--- src/hdl/hsa_pkg.sv ---
// ----------------------------------------------------------------------------
// hsa_pkg
// shared constants, coefficient set and front-to-back job type
// ----------------------------------------------------------------------------
package hsa_pkg;

    localparam int IMAGE_COLS = 188;
    localparam int IMAGE_ROWS = 120;

    localparam int COL_W    = 8;
    localparam int ROW_W    = 7;
    localparam int COEF_W   = 32;
    localparam int NUM_REGS = 8;
    localparam int IDX_W    = 3;
    localparam int DATA_W   = 16;

    // 32b coef times 8b coord plus two more terms stays below 2^40
    localparam int SUM_W = 42;
    localparam int MAG_W = SUM_W - 1;

    localparam int Q_ONE = 2 ** 24;

    // quotient bits resolved by the divider, one per back stage
    localparam int Q_BITS = $clog2((IMAGE_COLS > IMAGE_ROWS) ? IMAGE_COLS : IMAGE_ROWS);

    localparam int QUEUE_DEPTH = 4;
    localparam int QUEUE_AW    = $clog2(QUEUE_DEPTH);

    typedef enum logic [IDX_W-1:0] {
        REG_COL_BY_COL = 3'd0,
        REG_COL_BY_ROW = 3'd1,
        REG_COL_OFFSET = 3'd2,
        REG_ROW_BY_COL = 3'd3,
        REG_ROW_BY_ROW = 3'd4,
        REG_ROW_OFFSET = 3'd5,
        REG_DEN_BY_COL = 3'd6,
        REG_DEN_BY_ROW = 3'd7
    } t_reg_idx;

    typedef logic signed [COEF_W-1:0] t_coef;

    typedef struct packed {
        t_coef a;  // col by col
        t_coef b;  // col by row
        t_coef e;  // col offset
        t_coef d;  // row by col
        t_coef f;  // row by row
        t_coef k;  // row offset
        t_coef g;  // den by col
        t_coef h;  // den by row
    } t_coefs;

    localparam t_coef RST_COL_BY_COL = 32'sd13946263;
    localparam t_coef RST_COL_BY_ROW = -32'sd11530209;
    localparam t_coef RST_COL_OFFSET = 32'sd267658100;
    localparam t_coef RST_ROW_BY_COL = 32'sd164182;
    localparam t_coef RST_ROW_BY_ROW = 32'sd1122517;
    localparam t_coef RST_ROW_OFFSET = 32'sd116272331;
    localparam t_coef RST_DEN_BY_COL = -32'sd2337;
    localparam t_coef RST_DEN_BY_ROW = -32'sd120370;

    typedef struct packed {
        logic [MAG_W-1:0] num_col;
        logic [MAG_W-1:0] num_row;
        logic [MAG_W-1:0] den;
        logic             neg_col;   // quotient sign
        logic             neg_row;
        logic             den_zero;
    } t_job;

endpackage

--- src/hdl/hsa_front.sv ---
// ----------------------------------------------------------------------------
// hsa_front
// products, sums and sign/magnitude split of the projective map
// ----------------------------------------------------------------------------
module hsa_front (
    input  logic                      i_clk,
    input  logic                      i_rst_n,
    input  hsa_pkg::t_coefs           i_coef,
    input  logic                      i_valid,
    output logic                      o_ready,
    input  logic [hsa_pkg::COL_W-1:0] i_col,
    input  logic [hsa_pkg::ROW_W-1:0] i_row,
    output logic                      o_push,
    output hsa_pkg::t_job             o_job,
    input  logic                      i_full
);

    localparam int SW = hsa_pkg::SUM_W;
    localparam int MW = hsa_pkg::MAG_W;

    logic r_v1, r_v2, r_v3;
    logic en;

    logic signed [SW-1:0] r_pa, r_pb, r_pd, r_pf, r_pg, r_ph;
    logic signed [SW-1:0] r_ncol, r_nrow, r_den;
    hsa_pkg::t_job        r_job;

    logic signed [SW-1:0] c_ext, r_ext;

    assign en      = !r_v3 || !i_full;
    assign o_ready = en;
    assign o_push  = r_v3 && !i_full;
    assign o_job   = r_job;

    assign c_ext = SW'($signed({1'b0, i_col}));
    assign r_ext = SW'($signed({1'b0, i_row}));

    always_ff @(posedge i_clk) begin
        if (!i_rst_n) begin
            r_v1 <= 1'b0;
            r_v2 <= 1'b0;
            r_v3 <= 1'b0;
        end else if (en) begin
            r_v1 <= i_valid;
            r_v2 <= r_v1;
            r_v3 <= r_v2;
        end
    end

    always_ff @(posedge i_clk) begin
        if (en) begin
            r_pa <= SW'(SW'(i_coef.a) * c_ext);
            r_pb <= SW'(SW'(i_coef.b) * r_ext);
            r_pd <= SW'(SW'(i_coef.d) * c_ext);
            r_pf <= SW'(SW'(i_coef.f) * r_ext);
            r_pg <= SW'(SW'(i_coef.g) * c_ext);
            r_ph <= SW'(SW'(i_coef.h) * r_ext);

            r_ncol <= r_pa + r_pb + SW'(i_coef.e);
            r_nrow <= r_pd + r_pf + SW'(i_coef.k);
            r_den  <= r_pg + r_ph + SW'(hsa_pkg::Q_ONE);

            r_job.num_col  <= MW'(r_ncol[SW-1] ? -r_ncol : r_ncol);
            r_job.num_row  <= MW'(r_nrow[SW-1] ? -r_nrow : r_nrow);
            r_job.den      <= MW'(r_den[SW-1] ? -r_den : r_den);
            r_job.neg_col  <= r_ncol[SW-1] ^ r_den[SW-1];
            r_job.neg_row  <= r_nrow[SW-1] ^ r_den[SW-1];
            r_job.den_zero <= (r_den == '0);
        end
    end

endmodule

--- config.mk ---
export PLATFORM = sky130hd
export DESIGN_NAME = hsa_front
export DESIGN_NICKNAME = d
export VERILOG_FILES = /design/src/hdl/hsa_pkg.sv /design/src/hdl/hsa_front.sv
export SDC_FILE = /design/constraint.sdc
export NUM_CORES = 2
export LEC_CHECK = 0
export CORE_MARGIN = 3
export CORE_UTILIZATION = 45
export DETAILED_ROUTE_END_ITERATION = 16
export DONT_BUFFER_PORTS = 1
export PLACE_DENSITY_LB_ADDON = 0.05
export SETUP_SLACK_MARGIN = 0.1
export SLEW_MARGIN = 10
export SYNTH_ARGS = -nofsm -noshare
export SYNTH_HDL_FRONTEND = slang
export SYNTH_SLANG_ARGS = --single-unit
--- constraint.sdc ---
create_clock -name i_clk -period 24.1 [get_ports i_clk]
set_input_delay 4.82 -clock i_clk [delete_from_list [all_inputs] [get_ports i_clk]]
set_output_delay 4.82 -clock i_clk [all_outputs]
set_load 0.02 [all_outputs]
==> impl_results.md <==
- Reported max-cap violation count: 0
- # hold bufs at CTS: 0
- Post-place instance area: 78090 um2
- Post-DR vias/cell: 5.277
- Post-layout nets: 9761
- Part of the power in the clock network: 8.2%
- Post-route DRC violation count: 0
- Clock latency on the worst-skew pair: 0.71 ns
- Cells after synthesis: 7819
- Most instantiated flip-flop cell in the synthesis netlist: sky130_fd_sc_hd__edfxtp_1
- Max-slew violation total from the final report: 0
- Largest net degree at the start of global routing: 144
- Share of power burned in registers: 21.1%
- Pint: 5.994 mW
- Top-area cell type share of the netlist area: 30.96%
- Critical Path Fanout Max: 5
- Final cell count without fillers: 9913
- Avg Inst Size Synth: 9.735 um2
- Flop2flop setup slack: 19.26 ns
- Wire length on met2: 103600 um
- Initial antenna violation count: 4
- Die height: 417.3 um
- Cell variety after synth: 79
- Dominant cell type by area after synthesis: sky130_fd_sc_hd__fa_1
- Final routed wirelength across all metal layers: 200300 um
- IO Pins: 403
- Core footprint: 167600 um2
- Kind of cell with the highest combined delay on the critical path: simple AND/OR/NAND/NOR gates
- Starting density of the core: 45.42%
- Clk_skew: 0.06528 ns
- Total die area: 174100 um2
- Router iterations before antenna repair: 5
- Number of clock buffers inserted by TritonCTS: 61
- Launch point of the worst reg-to-reg path: r_pa[1]$_DFFE_PP_
- Max Fclk: 100.5 MHz
- Final count of negative-setup-slack endpoints: 0
- Worst hold start: r_ncol[0]$_DFFE_PP_
- Overall global routing resource usage: 23.47%
- Crit path launch type: input port
- CP peak stage delay: 0.31 ns
- CP arrival: 5.13 ns
- Remaining number of nets flagged by the antenna check after routing: 0
- EDFF count, synth: 495
- Worst Path Class, Setup: in2out
- Wl on met1: 82780 um
- Area Growth Syn to Fin: 5.351%
- Overflow after GRT: 0
- Max-slew headroom at the worst pin: 33.80%
- Number of cells upsized or downsized after cts: 0
- Setup total negative slack: 0 ns
- Ordered cell list for the critical path: nor2b_1
- Cell with the most instances after synthesis: sky130_fd_sc_hd__inv_1
- Final-report hold violation count: 0
- Wire length of the first global-routing pass: 319300 um
- Portion of the clock cycle consumed by the worst path in the final layout: 41.29%
- Total placed cells including tap cells: 9797
- Overall via count from detail_route: 52.31k
- Register area share after synthesis: 19.61%
- Clock edge transition at the registers on the reported setup and hold paths: 0.06 ns
- HPWL after detailed placement: 159100 um
- Number of synthesized register bits: 498
- Number of synthesis warnings: 0
- Cell types occupying the most area after synthesis: sky130_fd_sc_hd__fa_1 (31%), sky130_fd_sc_hd__edfxtp_1 (20%), sky130_fd_sc_hd__ha_1 (11%), sky130_fd_sc_hd__and2_1 (8.8%), sky130_fd_sc_hd__inv_1 (7.3%)
- Standard cell with the maximum stage delay on the critical path: sky130_fd_sc_hd__nor2b_1
- Proportion of total power due to net switching: 49.37%
- Clock tree from TritonCTS: built
- Status: completed
- Final Hold Slack: 0.4502 ns
- Clock tree buffer depth: 3
- Worst-Margin Slew: 0.9871 ns
- Gpl congestion: 0.8854
- Post-route cell area: 80190 um2
- Share of final-layout standard cells stronger than drive strength 1: 1.765%
- Class of the most critical hold timing path: reg2reg
- Die W: 417.3 um
- Post-Syn Nets: 9924
- Layout filler cell count: 15.94k
- RSZ-0062 raised after global routing: false
- Maximum level of the CTS H-tree: 2
- Lkg Pwr: 38.65 nW
- Number of buffers added for setup after CTS: 0
- Routed length per placed instance: 20.20 um
- TritonCTS Sinks: 498
- CTS root buffer: sky130_fd_sc_hd__clkbuf_16
- Crit. Startpoint: i_full
- Area of the mapped netlist: 76120 um2
- Top routing layer in use: met5
- Drt initial violations: 2704
- Req. time, crit path: 19.28 ns
- Sw Pwr: 5.844 mW
- Combinational power share: 70.7%
- Kind of end point of the critical path: output pin
- CP bufs+invs: 0
- Port Buf Inserts: 0
- Via count of the first global-routing pass: 56.06k
- Standard-cell row count: 150
- Amount of wire on met3 after detailed routing: 7743 um
- Areal power density over the cells: 147.6 nW/um2
- Maximum vdd drop: 0.00008752 V
- Most instantiated cells after synthesis: sky130_fd_sc_hd__inv_1 (1484), sky130_fd_sc_hd__fa_1 (1177), sky130_fd_sc_hd__and2_1 (1073)
- Time the worst path needs with I/O delays and setup: 9.951 ns
- Fraction of synthesis flops using an asynchronous set or reset pin: 0%
==> cells in the final DEF (no fill, tap or decap), drive strengths merged, types with 55 or more instances in the layout <==
cell / netlist / layout
a21o: 203 / 203
a21oi: 363 / 363
and2: 1073 / 1073
clkbuf: 237 / 70
edfxtp: 495 / 495
fa: 1177 / 1177
ha: 653 / 653
inv: 1485 / 1490
nand2: 584 / 584
nand3: 55 / 55
nand4: 55 / 55
nor2: 166 / 166
o21ai: 215 / 215
xnor2: 339 / 339
xor2: 124 / 124
==> state kept, by name, indices dropped and copies added (netlist names) <==
register / cells
r_pd: 41
r_ph: 40
r_pg: 41
r_ncol: 42
r_nrow: 42
r_v1: 1
o_job: 126
r_v3: 1
r_v2: 1
r_pf: 40
r_pa: 41
r_den: 42
r_pb: 40
==> stage by stage <==
| step | total power, mW | util, % | setup WS (ns) |
|---|---|---|---|
| CTS | 11.96 | 47.84 | 14.14 |
| global placement | 10.88 | 46.60 | 13.82 |
| finish | 11.84 | 47.85 | 14.15 |
| detailed placement | 10.87 | 46.60 | 13.72 |
| global route | 13.06 | 47.84 | 14.13 |
| floorplan | 8.638 | - | 3.971 |
==> path summary, 6_finish.rpt <==
| check | cells after the start | end |
|---|---|---|
| max | 1 | o_push |
| min | 0 | o_job[85]$_DFFE_PP_ |
| max reg2reg | 14 | r_ncol[31]$_DFFE_PP_ |
| min reg2reg | 0 | o_job[85]$_DFFE_PP_ |
==> per-layer routing <==
layer  vias up  track usage [%]
met5         -                0
met4         2            6.225
met3       209            2.734
met2       876            42.67
met1     26630            29.45
li1      24590                -
==> kinds of logic (layout without fill, tap and decap cells) <==
family | Yosys count | after routing | share of synthesized area [%]
other | 0 | 2 | 0
adder cells (fa/ha/maj) | 1830 | 1830 | 41.69
buffers and inverters | 1724 | 1612 | 8.503
AO/OA/AOI/OAI | 1123 | 1123 | 9.391
AND/OR/NAND/NOR | 2179 | 2179 | 15.45
flip-flops | 498 | 498 | 19.61
multiplexers | 2 | 2 | 0.02794
XOR/XNOR | 463 | 463 | 5.328
==> power by group through the flow <==
stage	registers, mW	clock network [mW]	logic [mW]
2_1_floorplan	2.28	0	6.36
4_1_cts	2.53	1.00	8.43
3_3_place_gp	2.55	0	8.33
3_5_place_dp	2.54	0	8.33
5_1_grt	2.54	1.03	9.49
6_report	2.50	0.968	8.37
==> cell type report <==
| type | instances | area [um2] | area share (%) |
|---|---|---|---|
| antenna | 2 | 5.005 | 0.006241 |
| sequential | 498 | 14920 | 18.61 |
| clock inverter | 44 | 509.2 | 0.6350 |
| timing repair buffer | 13 | 110.1 | 0.1373 |
| multi-input combinational | 5597 | 54730 | 68.25 |
| tap | 2204 | 2758 | 3.439 |
| inverter | 1485 | 5574 | 6.951 |
| clock buffer | 70 | 1582 | 1.972 |
Note: power is estimated with default switching activity, not from simulation.
