### src/hdl/hsa_pkg.sv
// ----------------------------------------------------------------------------
// hsa_pkg
// shared constants, coefficient set and front-to-back job type
// ----------------------------------------------------------------------------
package hsa_pkg;

    localparam int IMAGE_COLS = 188;
    localparam int IMAGE_ROWS = 120;

    localparam int COL_W    = 8;
    localparam int ROW_W    = 7;
    localparam int COEF_W   = 32;
    localparam int NUM_REGS = 8;
    localparam int IDX_W    = 3;
    localparam int DATA_W   = 16;

    // 32b coef times 8b coord plus two more terms stays below 2^40
    localparam int SUM_W = 42;
    localparam int MAG_W = SUM_W - 1;

    localparam int Q_ONE = 2 ** 24;

    // quotient bits resolved by the divider, one per back stage
    localparam int Q_BITS = $clog2((IMAGE_COLS > IMAGE_ROWS) ? IMAGE_COLS : IMAGE_ROWS);

    localparam int QUEUE_DEPTH = 4;
    localparam int QUEUE_AW    = $clog2(QUEUE_DEPTH);

    typedef enum logic [IDX_W-1:0] {
        REG_COL_BY_COL = 3'd0,
        REG_COL_BY_ROW = 3'd1,
        REG_COL_OFFSET = 3'd2,
        REG_ROW_BY_COL = 3'd3,
        REG_ROW_BY_ROW = 3'd4,
        REG_ROW_OFFSET = 3'd5,
        REG_DEN_BY_COL = 3'd6,
        REG_DEN_BY_ROW = 3'd7
    } t_reg_idx;

    typedef logic signed [COEF_W-1:0] t_coef;

    typedef struct packed {
        t_coef a;  // col by col
        t_coef b;  // col by row
        t_coef e;  // col offset
        t_coef d;  // row by col
        t_coef f;  // row by row
        t_coef k;  // row offset
        t_coef g;  // den by col
        t_coef h;  // den by row
    } t_coefs;

    localparam t_coef RST_COL_BY_COL = 32'sd13946263;
    localparam t_coef RST_COL_BY_ROW = -32'sd11530209;
    localparam t_coef RST_COL_OFFSET = 32'sd267658100;
    localparam t_coef RST_ROW_BY_COL = 32'sd164182;
    localparam t_coef RST_ROW_BY_ROW = 32'sd1122517;
    localparam t_coef RST_ROW_OFFSET = 32'sd116272331;
    localparam t_coef RST_DEN_BY_COL = -32'sd2337;
    localparam t_coef RST_DEN_BY_ROW = -32'sd120370;

    typedef struct packed {
        logic [MAG_W-1:0] num_col;
        logic [MAG_W-1:0] num_row;
        logic [MAG_W-1:0] den;
        logic             neg_col;   // quotient sign
        logic             neg_row;
        logic             den_zero;
    } t_job;

endpackage

### src/hdl/hsa_back.sv
// ----------------------------------------------------------------------------
// hsa_back
// pipelined restoring divider, one quotient bit per stage, and range check
// ----------------------------------------------------------------------------
module hsa_back (
    input  logic                      i_clk,
    input  logic                      i_rst_n,
    input  hsa_pkg::t_job             i_job,
    input  logic                      i_empty,
    output logic                      o_pop,
    output logic                      o_valid,
    input  logic                      i_ready,
    output logic [hsa_pkg::COL_W-1:0] o_src_col,
    output logic [hsa_pkg::ROW_W-1:0] o_src_row,
    output logic                      o_in_range
);

    localparam int QB = hsa_pkg::Q_BITS;
    localparam int MW = hsa_pkg::MAG_W;
    localparam int WW = MW + QB;

    logic en;

    logic          r_v      [QB+1];
    logic [MW-1:0] r_rc     [QB+1];
    logic [MW-1:0] r_rr     [QB+1];
    logic [MW-1:0] r_den    [QB+1];
    logic [QB-1:0] r_qc     [QB+1];
    logic [QB-1:0] r_qr     [QB+1];
    logic          r_negc   [QB+1];
    logic          r_negr   [QB+1];
    logic          r_bad    [QB+1];

    logic [MW-1:0] n_rc [QB];
    logic [MW-1:0] n_rr [QB];
    logic [QB-1:0] n_qc [QB];
    logic [QB-1:0] n_qr [QB];

    logic          ovf;
    logic          ok;
    logic          r_ov, r_ok;
    logic [QB-1:0] r_sc, r_sr;

    assign en    = !r_ov || i_ready;
    assign o_pop = en && !i_empty;

    // quotient of 2^QB or more cannot land in the image
    assign ovf = ({{QB{1'b0}}, i_job.num_col} >= {i_job.den, {QB{1'b0}}})
              || ({{QB{1'b0}}, i_job.num_row} >= {i_job.den, {QB{1'b0}}});

    always_comb begin
        for (int s = 0; s < QB; s++) begin
            n_rc[s] = r_rc[s];
            n_rr[s] = r_rr[s];
            n_qc[s] = r_qc[s];
            n_qr[s] = r_qr[s];
            if ({{QB{1'b0}}, r_rc[s]} >= (WW'(r_den[s]) << (QB-1-s))) begin
                n_rc[s] = MW'({{QB{1'b0}}, r_rc[s]} - (WW'(r_den[s]) << (QB-1-s)));
                n_qc[s][QB-1-s] = 1'b1;
            end
            if ({{QB{1'b0}}, r_rr[s]} >= (WW'(r_den[s]) << (QB-1-s))) begin
                n_rr[s] = MW'({{QB{1'b0}}, r_rr[s]} - (WW'(r_den[s]) << (QB-1-s)));
                n_qr[s][QB-1-s] = 1'b1;
            end
        end
    end

    // negative quotient is only acceptable when it truncates to zero
    assign ok = r_v[QB] && !r_bad[QB]
             && (!r_negc[QB] || (r_qc[QB] == '0))
             && (!r_negr[QB] || (r_qr[QB] == '0))
             && (WW'(r_qc[QB]) < WW'(hsa_pkg::IMAGE_COLS))
             && (WW'(r_qr[QB]) < WW'(hsa_pkg::IMAGE_ROWS));

    always_ff @(posedge i_clk) begin
        if (!i_rst_n) begin
            for (int s = 0; s <= QB; s++) r_v[s] <= 1'b0;
            r_ov <= 1'b0;
        end else if (en) begin
            r_v[0] <= o_pop;
            for (int s = 0; s < QB; s++) r_v[s+1] <= r_v[s];
            r_ov <= r_v[QB];
        end
    end

    always_ff @(posedge i_clk) begin
        if (en) begin
            r_rc[0]   <= i_job.num_col;
            r_rr[0]   <= i_job.num_row;
            r_den[0]  <= i_job.den;
            r_qc[0]   <= '0;
            r_qr[0]   <= '0;
            r_negc[0] <= i_job.neg_col;
            r_negr[0] <= i_job.neg_row;
            r_bad[0]  <= i_job.den_zero || ovf;
            for (int s = 0; s < QB; s++) begin
                r_rc[s+1]   <= n_rc[s];
                r_rr[s+1]   <= n_rr[s];
                r_den[s+1]  <= r_den[s];
                r_qc[s+1]   <= n_qc[s];
                r_qr[s+1]   <= n_qr[s];
                r_negc[s+1] <= r_negc[s];
                r_negr[s+1] <= r_negr[s];
                r_bad[s+1]  <= r_bad[s];
            end
            r_ok <= ok;
            r_sc <= ok ? r_qc[QB] : '0;
            r_sr <= ok ? r_qr[QB] : '0;
        end
    end

    assign o_valid    = r_ov;
    assign o_in_range = r_ok;
    assign o_src_col  = hsa_pkg::COL_W'(r_sc);
    assign o_src_row  = hsa_pkg::ROW_W'(r_sr);

    a_black_is_zero : assert property (@(posedge i_clk) disable iff (!i_rst_n)
        (r_ov && !r_ok) |-> (r_sc == '0 && r_sr == '0))
        else $error("out-of-range word carries a nonzero source");

    a_last_stage_moves : assert property (@(posedge i_clk) disable iff (!i_rst_n)
        (r_v[QB] && en) |=> r_ov)
        else $error("finished quotient lost before the output register");

    a_reset_empty : assert property (@(posedge i_clk)
        !i_rst_n |=> !r_ov)
        else $error("output valid straight after reset");

endmodule

### config.mk
export PLATFORM = sky130hd
export DESIGN_NAME = hsa_back
export DESIGN_NICKNAME = d
export VERILOG_FILES = /design/src/hdl/hsa_pkg.sv /design/src/hdl/hsa_back.sv
export SDC_FILE = /design/constraint.sdc
export NUM_CORES = 2
export LEC_CHECK = 0
export ABC_AREA = 1
export BUFFER_PORTS_ARGS = -buffer_cell sky130_fd_sc_hd__buf_2
export CAP_MARGIN = 20
export CELL_PAD_IN_SITES_DETAIL_PLACEMENT = 1
export CELL_PAD_IN_SITES_GLOBAL_PLACEMENT = 1
export CORE_MARGIN = 4
export CORE_UTILIZATION = 52
export DETAILED_ROUTE_END_ITERATION = 12
export HOLD_SLACK_MARGIN = 0.02
export PLACE_DENSITY_LB_ADDON = 0.1
export SLEW_MARGIN = 20
export SYNTH_ARGS = -nofsm -noshare
export SYNTH_HDL_FRONTEND = slang
export SYNTH_SLANG_ARGS = --single-unit
### constraint.sdc
create_clock -name i_clk -period 40.4 [get_ports i_clk]
set_input_delay 0 -clock i_clk [delete_from_list [all_inputs] [get_ports i_clk]]
set_output_delay 0 -clock i_clk [all_outputs]
set_load 0.005 [all_outputs]
==> flow_metrics.py <==
metrics = {
    "power_and_ir_drop": {
        "pwr-share-comb_pct": 32.3,
        "clockPowerShare_pct": 30.7,
        "p_switching_uw": 1763,
        "ir_drop_v": 0.00004411,
        "p_int_uw": 2538,
        "switching_share_pct": 40.99,
        "seq_power_share_pct": 37.0,
        "p_per_area_mw_per_mm2": 45.87,
        "p_leak_uw": 0.04863,
    },
    "cells_and_area": {
        "syn_to_final_growth_pct": 11.81,
        "fill_cells": 20660,
        "mostFrequentLayoutCells": "4,661 x nand2_1, 1,917 x inv_1, 1,108 x edfxtp_1",
        "design_area_mm2": 0.09375,
        "layout_commonest_cell": "nand2_1",
        "multiInputGateArea_mm2": 0.04253,
        "seq_area_mm2": 0.03329,
        "layout-drive-gt1-share_pct": 3.847,
        "nNetsFinal": 12900,
        "final_util_pct": 58.46,
    },
    "placed_design": {
        "place_area_mm2": 0.08672,
        "place_congestion": 1.086,
        "dp_hpwl_mm": 319.9,
        "dp_worst_setup_slack_ps": 35700,
        "port_buffers": 147,
    },
    "sta": {
        "rsz0062_at_grt": "no",
        "maxSlewViolCount": 0,
        "clock_skew_ps": 50.45,
        "fmax_ghz": 0.2037,
        "tns_ps": 0,
        "layout_setup_ws_ps": 35490,
        "finalCriticalPeriod_ps": 4908,
        "max_slew_margin_pct": 22.89,
        "worst_pin_slew_ps": 1157,
        "finalSetupViolCount": 0,
        "finalHoldViolations": 0,
        "timing.final.crit_share_pct": 12.15,
        "hold_ws_ps": 39.55,
    },
    "detailed_routing": {
        "ant_nets": 0,
        "wl_per_cell_um": 29.81,
        "via_per_inst": 6.175,
        "vias": 88830,
        "dr.pass1.iters": 9,
        "route.detailed.drc": 0,
        "drt-initial-drc-count": 11610,
        "routed_wl_mm": 428.8,
    },
    "worst_setup_path": {
        "reg2reg_slack_ps": 35490,
        "r2r_end": "r_rr[0][321]$_DFFE_PN_",
        "cp_cell_sequence": "inv_1 > nor2_1 > inv_8 > buf_4 > buf_4 > buf_4",
        "required_ps": 40810,
        "worstReg2RegStart": "o_valid$_SDFFE_PN0N_",
        "start_kind": "register",
        "cpPeakStageDelay_ps": 990,
        "critPathKind": "register to register",
        "r2r_cells": 6,
        "cp.arrival_ps": 5320,
        "worstSetupEndpointType": "register",
        "critPathSlowestCell": "buf_4",
        "cpMostUsedCell": "buf_4",
        "crit_fanout": 148,
    },
    "synthesis": {
        "seq_area_frac_synth_pct": 39.70,
        "synth_fp_nets": 12450,
        "synth_warnings": 0,
        "synth_cells": 11640,
        "synth_seq_cells": 1109,
        "synthesis.area_mm2": 0.08385,
        "synth_area_per_cell_um2": 7.203,
        "synth_cell_types": 48,
    },
    "floorplanning": {
        "die-area_mm2": 0.1677,
        "pin_count": 148,
        "rows": 147,
        "initial_utilization_pct": 52.28,
        "core_area_mm2": 0.1604,
        "die_w_um": 409.6,
        "die_h_um": 409.6,
    },
    "cts": {
        "cts_sinks": 1109,
        "cts_tree": "yes",
        "htree_levels": 4,
        "clkLatencyLatePin_ps": 840,
        "clock_path_buffers": 3,
        "numCtsBuffers": 133,
        "cts_root_buf": "clkbuf_16",
        "path_clk_slew_ps": 70,
    },
    "hold_path": {
        "holdCritStartpoint": "i_empty",
        "hold_class": "input pin to register",
        "hold_path_end": "r_v[0][0]$_SDFFCE_PN0P_",
        "hold_depth": 3,
    },
    "grt": {
        "antenna_found_initial": 39,
        "grt_pass1_vias": 90450,
        "grt_pass1_wl_mm": 610.6,
        "gr-total-overflow": 0,
        "grt_max_degree": 162,
        "grt_usage_pct": 49.64,
    },
    "job": {
        "maxCapViolations": 0,
    },
    "run_status": {
        "outcome": "finished, final reports clean",
    },
}
-- synth_stat cells (all sizes together) --
master | n | area [um^2]
clkbuf | 3 | 11.26
edfxtp | 1108 | 33270
o21bai | 58 | 435.4
or3 | 1 | 6.260
nand3b | 110 | 825.8
nand4 | 105 | 678.2
ha | 666 | 8333
a31oi | 5 | 31.28
o21ai | 166 | 830.8
fa | 14 | 280.3
o21a | 8 | 60.06
a21o | 18 | 135.1
inv | 1934 | 7264
xor2 | 254 | 2225
clkinv | 1 | 3.750
dfxtp | 1 | 20.02
nor4 | 21 | 131.4
nand2 | 4686 | 17670
a21boi | 6 | 45.04
and2 | 13 | 81.33
or2 | 8 | 50.05
and3 | 6 | 37.54
nand3 | 703 | 3588
o211ai | 8 | 60.06
nor3b | 3 | 22.52
a21oi | 468 | 2365
nor2 | 1072 | 4084
xnor2 | 12 | 105.1
nor3 | 78 | 440.4
buf | 105 | 764.5
-- how the worst max path moves through the flow --
stage                                    start                       to  slack, ps
after floorplan           o_valid$_SDFFE_PN0N_  r_v[0][0]$_SDFFCE_PN0P_      13800
after global placement    o_valid$_SDFFE_PN0N_   r_rr[0][321]$_DFFE_PN_      35900
after detailed placement  o_valid$_SDFFE_PN0N_   r_rr[0][320]$_DFFE_PN_      35700
after CTS                 o_valid$_SDFFE_PN0N_  r_den[0][314]$_DFFE_PN_      35660
after global routing      o_valid$_SDFFE_PN0N_   r_rr[0][321]$_DFFE_PN_      35360
final                     o_valid$_SDFFE_PN0N_   r_rr[0][321]$_DFFE_PN_      35490
-- cell families (layout without fill, tap and decap cells) --
group	Yosys count	count (layout)	synth area share, %
other	0	33	0
AO/OA/AOI/OAI	737	737	4.726
flip-flops	1109	1109	39.70
AND/OR/NAND/NOR	6806	6806	32.93
XOR/XNOR	266	266	2.778
buffers and inverters	2043	2593	9.593
adder cells (fa/ha/maj)	680	680	10.27
-- what timing repair did --
item | in CTS | in global routing
buffers inserted | 0 | 0
resized for setup | 0 | 0
hold buffers | 249 | 0
endpoints found under the hold margin | 136 | 0
-- state kept, by name, indices dropped and copies added (netlist names) --
signal / count
o_in_range: 1
o_src_col: 8
o_valid: 1
r_bad: 9
r_den: 328
r_negc: 9
r_negr: 9
r_qc: 36
r_qr: 36
r_rc: 328
r_rr: 328
r_sr: 7
r_v: 9
-- cell type report --
cell class                      count  area share [%]
Multi-Input combinational cell   8489           45.36
Sequential cell                  1109           35.51
Inverter                         1935           7.760
Clock buffer                      157           3.702
Timing Repair Buffer              420           3.674
Tap cell                         2160           2.883
Clock inverter                     81           1.022
Antenna cell                       33         0.08808
-- layer usage --
| layer | vias to the layer above | wire [um] | GRT usage (%) |
|---|---|---|---|
| met5 | - | 186 | 0 |
| met4 | 28 | 50050 | 44.37 |
| met3 | 2300 | 48940 | 15.18 |
| met2 | 6295 | 182300 | 75.89 |
| met1 | 42280 | 147300 | 55.94 |
| li1 | 37920 | - | - |
-- critical path: cells and delay by family, from the launching register on --
family,cells,cell delay [ps]
flops,1,330
buf+inv,5,3720
simple gates,1,130
-- through the flow --
step / instances / power [uW]
global route: 14360 / 4417
floorplan: 11640 / 2319
global placement: 13860 / 2757
detailed placement: 13860 / 2835
CTS: 14350 / 4139
finish: 14380 / 4301
-- power by group through the flow --
stage                     clock network, uW  registers (uW)  logic, uW
final                                  1320            1590       1390
after detailed placement                  0            1590       1250
after global placement                    0            1580       1170
after floorplan                           0            1470        854
after global routing                   1350            1580       1490
after CTS                              1270            1570       1300
No activity file was read; power rests on OpenSTA's default activity.
