===== src/hdl/hsa_pkg.sv =====
// ----------------------------------------------------------------------------
// hsa_pkg
// shared constants, coefficient set and front-to-back job type
// ----------------------------------------------------------------------------
package hsa_pkg;

    localparam int IMAGE_COLS = 188;
    localparam int IMAGE_ROWS = 120;

    localparam int COL_W    = 8;
    localparam int ROW_W    = 7;
    localparam int COEF_W   = 32;
    localparam int NUM_REGS = 8;
    localparam int IDX_W    = 3;
    localparam int DATA_W   = 16;

    // 32b coef times 8b coord plus two more terms stays below 2^40
    localparam int SUM_W = 42;
    localparam int MAG_W = SUM_W - 1;

    localparam int Q_ONE = 2 ** 24;

    // quotient bits resolved by the divider, one per back stage
    localparam int Q_BITS = $clog2((IMAGE_COLS > IMAGE_ROWS) ? IMAGE_COLS : IMAGE_ROWS);

    localparam int QUEUE_DEPTH = 4;
    localparam int QUEUE_AW    = $clog2(QUEUE_DEPTH);

    typedef enum logic [IDX_W-1:0] {
        REG_COL_BY_COL = 3'd0,
        REG_COL_BY_ROW = 3'd1,
        REG_COL_OFFSET = 3'd2,
        REG_ROW_BY_COL = 3'd3,
        REG_ROW_BY_ROW = 3'd4,
        REG_ROW_OFFSET = 3'd5,
        REG_DEN_BY_COL = 3'd6,
        REG_DEN_BY_ROW = 3'd7
    } t_reg_idx;

    typedef logic signed [COEF_W-1:0] t_coef;

    typedef struct packed {
        t_coef a;  // col by col
        t_coef b;  // col by row
        t_coef e;  // col offset
        t_coef d;  // row by col
        t_coef f;  // row by row
        t_coef k;  // row offset
        t_coef g;  // den by col
        t_coef h;  // den by row
    } t_coefs;

    localparam t_coef RST_COL_BY_COL = 32'sd13946263;
    localparam t_coef RST_COL_BY_ROW = -32'sd11530209;
    localparam t_coef RST_COL_OFFSET = 32'sd267658100;
    localparam t_coef RST_ROW_BY_COL = 32'sd164182;
    localparam t_coef RST_ROW_BY_ROW = 32'sd1122517;
    localparam t_coef RST_ROW_OFFSET = 32'sd116272331;
    localparam t_coef RST_DEN_BY_COL = -32'sd2337;
    localparam t_coef RST_DEN_BY_ROW = -32'sd120370;

    typedef struct packed {
        logic [MAG_W-1:0] num_col;
        logic [MAG_W-1:0] num_row;
        logic [MAG_W-1:0] den;
        logic             neg_col;   // quotient sign
        logic             neg_row;
        logic             den_zero;
    } t_job;

endpackage


===== src/hdl/hsa_queue.sv =====
// ----------------------------------------------------------------------------
// hsa_queue
// short job queue between the front and the divider
// ----------------------------------------------------------------------------
module hsa_queue (
    input  logic          i_clk,
    input  logic          i_rst_n,
    input  logic          i_push,
    input  hsa_pkg::t_job i_job,
    output logic          o_full,
    input  logic          i_pop,
    output hsa_pkg::t_job o_job,
    output logic          o_empty
);

    localparam int AW = hsa_pkg::QUEUE_AW;

    hsa_pkg::t_job r_mem [hsa_pkg::QUEUE_DEPTH];
    logic [AW-1:0] r_wr, r_rd;
    logic [AW:0]   r_cnt;

    assign o_full  = (r_cnt == (AW+1)'(hsa_pkg::QUEUE_DEPTH));
    assign o_empty = (r_cnt == '0);
    assign o_job   = r_mem[r_rd];

    always_ff @(posedge i_clk) begin
        if (!i_rst_n) begin
            r_wr  <= '0;
            r_rd  <= '0;
            r_cnt <= '0;
        end else begin
            if (i_push) r_wr <= r_wr + 1'b1;
            if (i_pop)  r_rd <= r_rd + 1'b1;
            r_cnt <= r_cnt + (AW+1)'(i_push) - (AW+1)'(i_pop);
        end
    end

    always_ff @(posedge i_clk) begin
        if (i_push) r_mem[r_wr] <= i_job;
    end

endmodule


===== config.mk =====
export PLATFORM = sky130hd
export DESIGN_NAME = hsa_queue
export DESIGN_NICKNAME = d
export VERILOG_FILES = /design/src/hdl/hsa_pkg.sv /design/src/hdl/hsa_queue.sv
export SDC_FILE = /design/constraint.sdc
export NUM_CORES = 1
export LEC_CHECK = 0
export BUFFER_PORTS_ARGS = -buffer_cell sky130_fd_sc_hd__clkbuf_2
export CORE_AREA = 3 3 220 222
export CTS_BUF_LIST = sky130_fd_sc_hd__clkbuf_16
export DETAILED_ROUTE_END_ITERATION = 8
export DIE_AREA = 0 0 223 225
export PLACE_DENSITY_LB_ADDON = 0.25
export SKIP_LAST_GASP = 1
export SYNTH_ARGS = -nofsm -noshare
export SYNTH_HDL_FRONTEND = slang
export SYNTH_SLANG_ARGS = --single-unit

===== constraint.sdc =====
create_clock -name i_clk -period 4.45 [get_ports i_clk]
set_clock_uncertainty 0.1 [all_clocks]
set_input_delay 0.89 -clock i_clk [delete_from_list [all_inputs] [get_ports i_clk]]
set_output_delay 0.89 -clock i_clk [all_outputs]
set_load 0.02 [all_outputs]

==> PnR_summary.wiki, run 1 <==
{| class="wikitable"
! Metric !! Value
|-
| Run status || complete, no violations
|-
| Count of endpoints failing setup in the final report || 0
|-
| Number of nets produced by synthesis || 838
|-
| Dpl hpwl || 22200 um
|-
| Initial standard-cell utilization of the core || 39.9%
|-
| Class of the most critical setup path || flop to output port
|-
| Area enclosed by the die boundary || 0.0502 mm2
|-
| All-layer global routing usage || 14.8%
|-
| Remaining DRCs || 0
|-
| First-pass iteration count of the detailed router || 4
|-
| Post-Route Setup TNS || 0 ps
|-
| Max-cap violations || 0
|-
| Distinct cell type count of the synthesized netlist || 20
|-
| Most frequent cells in the layout || sky130_fd_sc_hd__edfxtp_1, sky130_fd_sc_hd__clkbuf_2, sky130_fd_sc_hd__mux4_2, sky130_fd_sc_hd__clkbuf_16, sky130_fd_sc_hd__inv_1
|-
| Area of the multi-input gates || 0.00308 mm2
|-
| Pin slew with the least headroom to its limit || 883 ps
|-
| Fmax achieved || 288 MHz
|-
| Hold-fix buffer count after cts || 0
|-
| Master of the slowest instance on the critical path || sky130_fd_sc_hd__dfxtp_4
|-
| Via count || 8354
|-
| Netlist Area Pre-Place || 0.0186 mm2
|-
| Core Rows || 79
|-
| Share of layout cells above drive strength 1 || 45.9%
|-
| Setup Slack @ Placement || 1490 ps
|-
| Largest net degree at the start of global routing || 127
|-
| Layout overhead on the synthesized area || 20.3%
|-
| Routed length per instance || 22.4 um
|-
| Number of placed instances with taps included || 1561
|-
| Mean cell area of the mapped netlist || 26.5 um2
|-
| Count of endpoints failing hold in the final timing report || 0
|-
| Post-DRT Antenna Nets || 0
|-
| Remaining Overflow, GRT || 0
|-
| Crit start category || flop
|-
| Worst-Skew Late Latency || 570 ps
|-
| Number of buffers on the longest clock path || 3
|-
| Root Driver || sky130_fd_sc_hd__clkbuf_16
|-
| Register area share after synthesis || 82.4%
|-
| Leading cell type in the layout, fill and taps excluded || sky130_fd_sc_hd__edfxtp_1
|-
| Post-route non-filler standard cell count || 1656
|-
| Die Y-Extent || 225 um
|-
| Post-route worst hold slack || 416 ps
|-
| FF+latch area || 0.0153 mm2
|-
| Element type at the critical path end || output port
|-
| Class of the tightest hold or removal check || primary input to flop
|-
| Final worst slack || 978 ps
|-
| Die span in x || 223 um
|-
| Count of H-tree levels built during CTS || 2
|-
| Power per Cell Area || 483 mW/mm2
|-
| Crit-path leading delay family || flip-flops
|-
| Flop and latch count out of synthesis || 513
|-
| RSZ-0062 raised after global routing || false
|-
| Arrival time reported for the critical path endpoint || 2480 ps
|-
| Clock Pin Slew Worst Setup and Hold Paths || 60 ps
|-
| Time the final worst path needs with I/O delays and setup || 3470 ps
|-
| Util after Layout || 48.0%
|-
| Count of input and output buffers || 257
|-
| Critical path's largest stage delay || 800 ps
|-
| DR iter-0 viols || 495
|-
| Count of cells resized by post-cts repair || 0
|-
| CTS buffer count || 53
|-
| Setup fix buffers added after clock tree synthesis || 0
|-
| Tcrit/Tclk final || 78.0%
|-
| Worst path required time || 3460 ps
|-
| Core ar. || 0.0466 mm2
|-
| Max-slew violation count || 0
|-
| I/O Pins || 258
|-
| Slew margin rel. || 41.1%
|-
| Wire length of the first global-routing pass || 56200 um
|-
| Buffer and inverter count on the worst path || 2
|-
| Total Routed Length || 37000 um
|-
| Worst IR Drop VDD || 0.000335 V
|-
| TritonCTS clock tree || done
|-
| Final-stage net count || 1146
|-
| Post-detailed-route via-to-cell ratio || 5.04
|-
| Fill cell instance count of the final layout || 3803
|-
| Vias in the first global route || 9090
|-
| Leakage power || 7.62 nW
|-
| Number of antenna violations at the first check in global routing || 3
|-
| Total number of yosys warnings || 0
|-
| Placer's final routability congestion estimate || 0.715
|-
| Number of cells produced by synthesis || 701
|-
| Maximum fanout count along the critical path || 30
|-
| Critical Path, Cell by Cell || buf_4 > mux4_2 > clkbuf_2
|-
| Number of clock sinks || 513
|}
[path summary, 6_finish.rpt]
kind,startpoint,to,slack [ps],cells after the start
worst max-delay path,flop,o_job[3],980,3
worst min register to register,r_rd[0],flop,430,2
worst min-delay path,i_job[39],r_mem[2][39],420,1
worst max register to register,r_wr[0],r_mem[0][113],2370,4
[Yosys cell counts, drive strengths merged]
master,count,share of area [%]
edfxtp,504,81
mux4,126,15
buf,22,0.82
dfxtp,9,0.97
inv,7,0.14
and2,6,0.20
clkbuf,6,0.12
ha,6,0.40
nor2,5,0.10
xnor2,2,0.094
a21bo,1,0.054
a21oi,1,0.027
and3,1,0.034
fa,1,0.11
mux2i,1,0.054
nand3b,1,0.040
nor3,1,0.027
xor3,1,0.13
[sequential cells by signal (all words and copies together), names as in the netlist, named ones only]
signal,count
r_mem,504
r_wr,2
r_rd,2
r_cnt,3
[logic make-up (layout without fill, tap and decap cells)]
family / count (synthesis) / count (layout) / synth area share (%)
AOI/OAI and AO/OA: 2 / 2 / 0.0807
xor gates and xnor gates: 3 / 3 / 0.222
adders and majority gates: 7 / 7 / 0.512
buffers and inverters: 35 / 382 / 1.08
DFF: 513 / 513 / 82.4
muxes: 127 / 127 / 15.3
other: 0 / 1 / 0
and+or+nand+nor: 14 / 14 / 0.404
[metrics by stage]
stage / power, mW / cell area (um2)
5_1_grt: 11.2 / 22400
3_5_place_dp: 6.90 / 20800
6_report: 10.8 / 22400
4_1_cts: 11.0 / 22400
3_3_place_gp: 6.88 / 20800
2_1_floorplan: 6.45 / 18600
[layer usage]
| layer | vias up | track usage [%] | wire length [um] |
|---|---|---|---|
| met5 | - | 0 | 27 |
| met4 | 4 | 4.00 | 814 |
| met3 | 65 | 4.77 | 2580 |
| met2 | 218 | 23.4 | 17800 |
| met1 | 4415 | 20.0 | 15800 |
| li1 | 3652 | - | - |
[power breakdown]
| group | total, mW | switching, mW | leakage, nW | internal [mW] |
|---|---|---|---|---|
| Clock | 4.04 | 1.71 | 0.856 | 2.33 |
| Combinational | 1.13 | 0.663 | 2.06 | 0.464 |
| Sequential | 5.64 | 0.0835 | 4.70 | 5.56 |
[cell type report]
class | instances | share of cell area, %
clock buffers | 55 | 6.16
multi-input cells | 153 | 13.8
flip-flops and latches | 513 | 68.5
clock inverters | 39 | 0.979
diodes | 1 | 0.0112
repair buffers | 281 | 7.01
inverters | 7 | 0.118
well taps | 607 | 3.40
(Power assumes the default switching activity.)
==> run 2, diff against run 1 <==
Clock period 4.45 ns to 2.8 ns, I/O delays scaled along.
==> PnR_summary.wiki, run 2 (same netlist as run 1, synthesis figures left out) <==
{| class="wikitable"
! Metric !! Value
|-
| Worst-Skew Late Latency || 570 ps
|-
| Post-detailed-route via-to-cell ratio || 5.02
|-
| Count of H-tree levels built during CTS || 2
|-
| Die Y-Extent || 225 um
|-
| Time the final worst path needs with I/O delays and setup || 2780 ps
|-
| Area after detailed placement || 0.0208 mm2
|-
| Post-Route Setup TNS || 0 ps
|-
| Post-route non-filler standard cell count || 1670
|-
| DR iter-0 viols || 542
|-
| Via count || 8388
|-
| Class of the most critical setup path || flop to output port
|-
| Number of placed instances with taps included || 1558
|-
| R2R Setup Slk || 1050 ps
|-
| Element type at the critical path end || output port
|-
| Count of endpoints failing hold in the final timing report || 0
|-
| Design Area, Final || 0.0227 mm2
|-
| Final-stage net count || 1158
|-
| CTS buffer count || 52
|-
| Critical Path, Cell by Cell || buf_12 > buf_4 > clkbuf_16 > mux4_2 > clkbuf_2
|-
| Hold-fix buffer count after cts || 0
|-
| Worst path required time || 2140 ps
|-
| Power per Cell Area || 757 mW/mm2
|-
| Class of the tightest hold or removal check || primary input to flop
|-
| Util after Layout || 48.7%
|-
| Crit start category || flop
|-
| Wire length of the first global-routing pass || 54200 um
|-
| Core ar. || 0.0466 mm2
|-
| Root Driver || sky130_fd_sc_hd__clkbuf_16
|-
| Vias in the first global route || 8809
|-
| Max-cap violations || 0
|-
| Count of endpoints failing setup in the final report || 0
|-
| Total Routed Length || 37100 um
|-
| Routed length per instance || 22.2 um
|-
| TritonCTS clock tree || done
|-
| Placer's final routability congestion estimate || 0.682
|-
| Largest reg by FF count || r_mem
|-
| Dpl hpwl || 21300 um
|-
| Final worst slack || 23.5 ps
|-
| Core Rows || 79
|-
| Remaining DRCs || 0
|-
| Tcrit/Tclk final || 99.2%
|-
| Count of input and output buffers || 257
|-
| Worst IR Drop VDD || 0.000568 V
|-
| Fill cell instance count of the final layout || 3741
|-
| Remaining Overflow, GRT || 0
|-
| Clock Pin Slew Worst Setup and Hold Paths || 60 ps
|-
| Setup Slack @ Placement || 513 ps
|-
| Largest net degree at the start of global routing || 67
|-
| Run status || complete, no violations
|-
| Die span in x || 223 um
|-
| Max-slew violation count || 0
|-
| Pin slew with the least headroom to its limit || 503 ps
|-
| RSZ-0062 raised after global routing || true
|-
| Most frequent cells in the layout || sky130_fd_sc_hd__edfxtp_1, sky130_fd_sc_hd__clkbuf_2, sky130_fd_sc_hd__mux4_2, sky130_fd_sc_hd__clkbuf_16, sky130_fd_sc_hd__inv_1
|-
| Master of the slowest instance on the critical path || sky130_fd_sc_hd__mux4_2
|-
| I/O Pins || 258
|-
| Leakage power || 7.74 nW
|-
| Area enclosed by the die boundary || 0.0502 mm2
|-
| Critical path's largest stage delay || 520 ps
|-
| Flip-flop count of the largest register after layout || 504
|-
| Number of antenna violations at the first check in global routing || 4
|-
| Number of buffers on the longest clock path || 3
|-
| Layout overhead on the synthesized area || 22.0%
|-
| Leading cell type in the layout, fill and taps excluded || sky130_fd_sc_hd__edfxtp_1
|-
| First-pass iteration count of the detailed router || 5
|-
| Maximum fanout count along the critical path || 11
|-
| Largest registers || r_mem x504, r_cnt x3
|-
| Arrival time reported for the critical path endpoint || 2120 ps
|-
| Slew margin rel. || 66.5%
|-
| Number of clock sinks || 513
|-
| Initial standard-cell utilization of the core || 39.9%
|-
| Share of layout cells above drive strength 1 || 46.5%
|-
| Fmax achieved || 360 MHz
|-
| All-layer global routing usage || 14.2%
|-
| Post-DRT Antenna Nets || 0
|}
==> run 2: repair_timing <==
item | 4_1_cts | 5_1_grt
endpoints found under the setup margin | 107 | 107
resized for setup | 2 | 5
setup buffers | 0 | 9
gates cloned | 0 | 7
==> run 2: power by group <==
part           internal (mW)  leakage (nW)  switching (mW)
clock network           3.59         0.826            2.70
registers               8.83          4.70          0.0827
logic                  0.833          2.21            1.14
==> run 2: worst paths after layout <==
check | to | cells past startpoint | from
setup / recovery | o_job[7] | 5 | flop
hold / removal | r_mem[2][75] | 1 | i_job[75]
setup reg to reg | r_mem[0][74] | 4 | r_wr[0]
hold reg to reg | flop | 2 | r_rd[1]
==> run 2: critical path: cells and delay by family, from the launching register on <==
kind	cells	cell delay [ps]
muxes	1	520
DFF	1	400
buffers and inverters	4	620
==> run 2: per-layer routing <==
layer,vias up,global-route usage [%],share of wire [%],wire length (um)
met4,4,3.88,2.0,729
li1,3681,-,-,-
met5,-,0,0.057,21
met1,4400,19.6,44,16200
met3,59,4.75,7.2,2690
met2,244,21.9,47,17500
==> run 2: cell type report <==
cell class                      count  area (um2)  share of cell area, %
Antenna cell                        2        5.00                 0.0221
Clock buffer                       53        1330                   5.85
Clock inverter                     41         230                   1.01
Inverter                            7        26.3                  0.116
Multi-Input combinational cell    153        3080                   13.6
Sequential cell                   513       15300                   67.5
Tap cell                          607         759                   3.35
Timing Repair Buffer              294        1930                   8.51
==> run 2: through the flow <==
stage | hold WS [ps] | total power [mW]
floorplan | 399 | 10.2
global placement | 418 | 11.0
detailed placement | 448 | 11.0
CTS | 47.0 | 17.3
global route | 61.7 | 17.8
finish | 97.1 | 17.2
==> run 3, diff against run 2 <==
Settings changed: ABC_AREA set to 1, CORE_AREA 3 3 220 222 to 3 3 230 232, DIE_AREA 0 0 223 225 to 0 0 233 235.
==> PnR_summary.wiki, run 3 <==
{| class="wikitable"
! Metric !! Value
|-
| Count of H-tree levels built during CTS || 2
|-
| Time the final worst path needs with I/O delays and setup || 2670 ps
|-
| Leading cell type in the layout, fill and taps excluded || sky130_fd_sc_hd__edfxtp_1
|-
| Slew margin rel. || 64.2%
|-
| Placer's final routability congestion estimate || 0.741
|-
| Area of the multi-input gates || 0.00342 mm2
|-
| Remaining DRCs || 0
|-
| Worst-Skew Late Latency || 560 ps
|-
| Number of cells produced by synthesis || 1525
|-
| Flip-flop count of the largest register after layout || 504
|-
| Die Y-Extent || 235 um
|-
| Number of nets produced by synthesis || 1662
|-
| Fill cell instance count of the final layout || 4555
|-
| Via count || 11900
|-
| Most frequent cells in the layout || sky130_fd_sc_hd__edfxtp_1, sky130_fd_sc_hd__inv_1, sky130_fd_sc_hd__nand2_1, sky130_fd_sc_hd__clkbuf_2, sky130_fd_sc_hd__a21oi_1
|-
| DR iter-0 viols || 599
|-
| Largest cells by area after synthesis || sky130_fd_sc_hd__edfxtp_1, sky130_fd_sc_hd__inv_1, sky130_fd_sc_hd__nand2_1
|-
| TritonCTS clock tree || done
|-
| Critical path's largest stage delay || 410 ps
|-
| Pin slew with the least headroom to its limit || 537 ps
|-
| Number of clock sinks || 513
|-
| Setup Slack @ Placement || 650 ps
|-
| Largest registers || r_mem x504, r_cnt x3
|-
| Number of buffers on the longest clock path || 3
|-
| All-layer global routing usage || 14.6%
|-
| Flop and latch count out of synthesis || 513
|-
| Leakage power || 9.39 nW
|-
| Cell occurring most often along the worst timing path || sky130_fd_sc_hd__buf_12
|-
| Share of flip-flops with an asynchronous set or reset || 0%
|-
| Register area share after synthesis || 75.6%
|-
| Vias in the first global route || 11100
|-
| Share of layout cells above drive strength 1 || 20.5%
|-
| Die span in x || 233 um
|-
| Area share of the largest cell type after synthesis || 74.7%
|-
| Area enclosed by the die boundary || 0.0548 mm2
|-
| Hold-fix buffer count after cts || 0
|-
| Clock Pin Slew Worst Setup and Hold Paths || 60 ps
|-
| Max-cap violations || 0
|-
| Total Routed Length || 41400 um
|-
| Fmax achieved || 375 MHz
|-
| Root Driver || sky130_fd_sc_hd__clkbuf_16
|-
| Max-slew violation count || 0
|-
| Post-detailed-route via-to-cell ratio || 4.75
|-
| Total number of yosys warnings || 0
|-
| Library cell with the highest instance count after synthesis || sky130_fd_sc_hd__edfxtp_1
|-
| Class of the tightest hold or removal check || primary input to flop
|-
| Critical Path, Cell by Cell || buf_12 > buf_12 > a21oi_1 > o21ai_0 > nand2_1 > clkbuf_2
|-
| Run status || complete, no violations
|-
| Largest reg by FF count || r_mem
|-
| Post-DRT Antenna Nets || 0
|-
| Maximum fanout count along the critical path || 81
|-
| Routed length per instance || 16.5 um
|-
| Crit-path leading delay family || buffers and inverters
|-
| Worst IR Drop VDD || 0.000431 V
|-
| Post-route non-filler standard cell count || 2511
|-
| Core Rows || 83
|-
| Final worst slack || 133 ps
|-
| RSZ-0062 raised after global routing || true
|-
| Most common flop cell mapped by yosys || sky130_fd_sc_hd__edfxtp_1
|-
| Number of placed instances with taps included || 2417
|-
| Tcrit/Tclk final || 95.3%
|-
| Layout overhead on the synthesized area || 18.6%
|-
| Buffer and inverter count on the worst path || 3
|-
| Class of the most critical setup path || flop to output port
|-
| Wire length of the first global-routing pass || 62900 um
|-
| Antenna diodes || 0
|-
| Master of the slowest instance on the critical path || sky130_fd_sc_hd__dfxtp_4
|-
| Count of endpoints failing setup in the final report || 0
|-
| Element type at the critical path end || output port
|-
| First-pass iteration count of the detailed router || 5
|-
| Netlist Area Pre-Place || 0.0203 mm2
|-
| Power per Cell Area || 698 mW/mm2
|-
| Most used standard cells in the synthesized netlist || sky130_fd_sc_hd__edfxtp_1, sky130_fd_sc_hd__inv_1, sky130_fd_sc_hd__nand2_1, sky130_fd_sc_hd__a21oi_1, sky130_fd_sc_hd__o211ai_1
|-
| FF+latch area || 0.0153 mm2
|-
| Initial standard-cell utilization of the core || 39.6%
|-
| CTS buffer count || 52
|-
| Most area-hungry cell type in the Yosys netlist || sky130_fd_sc_hd__edfxtp_1
|-
| I/O Pins || 258
|-
| Number of antenna violations at the first check in global routing || 6
|-
| Dpl hpwl || 24800 um
|-
| Arrival time reported for the critical path endpoint || 2010 ps
|-
| Largest net degree at the start of global routing || 108
|-
| Count of endpoints failing hold in the final timing report || 0
|-
| Worst path required time || 2140 ps
|-
| Count of flip-flops with a built-in enable after synthesis || 504
|-
| Final-stage net count || 1931
|-
| Remaining Overflow, GRT || 0
|-
| Crit start category || flop
|-
| Core ar. || 0.0512 mm2
|-
| Distinct cell type count of the synthesized netlist || 17
|-
| Mean cell area of the mapped netlist || 13.3 um2
|-
| Count of input and output buffers || 257
|}
## run 3: cell count changes after synthesis, sizes merged, moves of 2 or more
cell | previous run | this run
xnor2 | 2 | 0
nand2 | 0 | 262
o21ai | 0 | 130
and2 | 6 | 0
nor2 | 5 | 2
o211ai | 0 | 126
buf | 22 | 77
mux4 | 126 | 0
a21oi | 1 | 132
inv | 7 | 267
## run 3: final cells by class
cell class                      instances  share of cell area, %
Inverter                              267                   4.26
Clock inverter                         38                  0.620
Multi-Input combinational cell        661                   14.3
Tap cell                              680                   3.54
Clock buffer                           53                   5.52
Timing Repair Buffer                  299                   8.00
Sequential cell                       513                   63.8
## run 3: timing repair
action,CTS,global route
resized for setup,0,5
setup endpoints to repair,0,43
buffers inserted,0,1
## run 3: logic make-up after synthesis
| group | Yosys count | share of synthesized area [%] |
|---|---|---|
| adder cells (fa/ha/maj) | 7 | 0.469 |
| buffers and inverters | 351 | 7.87 |
| flip-flops | 513 | 75.6 |
| AO/OA/AOI/OAI | 388 | 11.1 |
| AND/OR/NAND/NOR | 266 | 4.94 |
## run 3: worst paths after layout
check | startpoint | endpoint | slack (ps) | cells past startpoint
min | i_job[19] | r_mem[1][19] | 100 | 1
max reg2reg | r_wr[1] | r_mem[1][42] | 970 | 5
min reg2reg | r_rd[1] | flop | 360 | 2
max | flop | o_job[70] | 130 | 6
## run 3: power breakdown
group          switching (mW)  total, mW  internal, mW
Clock                    2.66       6.04          3.38
Combinational            1.28       1.87         0.587
Sequential             0.0807       8.87          8.78
## run 3: worst register-to-register path, cell delays in order, from the launching register on
cell and delay [ps]:
sky130_fd_sc_hd__dfxtp_4 380, sky130_fd_sc_hd__inv_4 60, sky130_fd_sc_hd__ha_4 150, sky130_fd_sc_hd__nand2_4 50
sky130_fd_sc_hd__clkinvlp_4 410, sky130_fd_sc_hd__buf_4 410
## run 3: layer usage
| layer | global-route usage, % | vias up | wire [um] |
|---|---|---|---|
| li1 | - | 5861 | - |
| met1 | 19.5 | 5706 | 18100 |
| met2 | 23.1 | 279 | 19500 |
| met3 | 4.66 | 62 | 3020 |
| met4 | 3.71 | 10 | 722 |
| met5 | 0 | - | 65 |
## run 3: metrics by stage
stage | power [mW] | TNS (ps) | cell area, um2 | utilization, % | hold slack (ps)
6_report | 16.8 | 0 | 24000 | 46.9 | 97.6
5_1_grt | 17.5 | -7.51 | 24000 | 46.9 | 63.3
4_1_cts | 17.0 | 0 | 23900 | 46.7 | 48.9
3_5_place_dp | 10.9 | 0 | 22500 | 43.9 | 359
3_3_place_gp | 10.9 | 0 | 22500 | 43.9 | 349
2_1_floorplan | 10.2 | -75970 | 20400 | - | 336
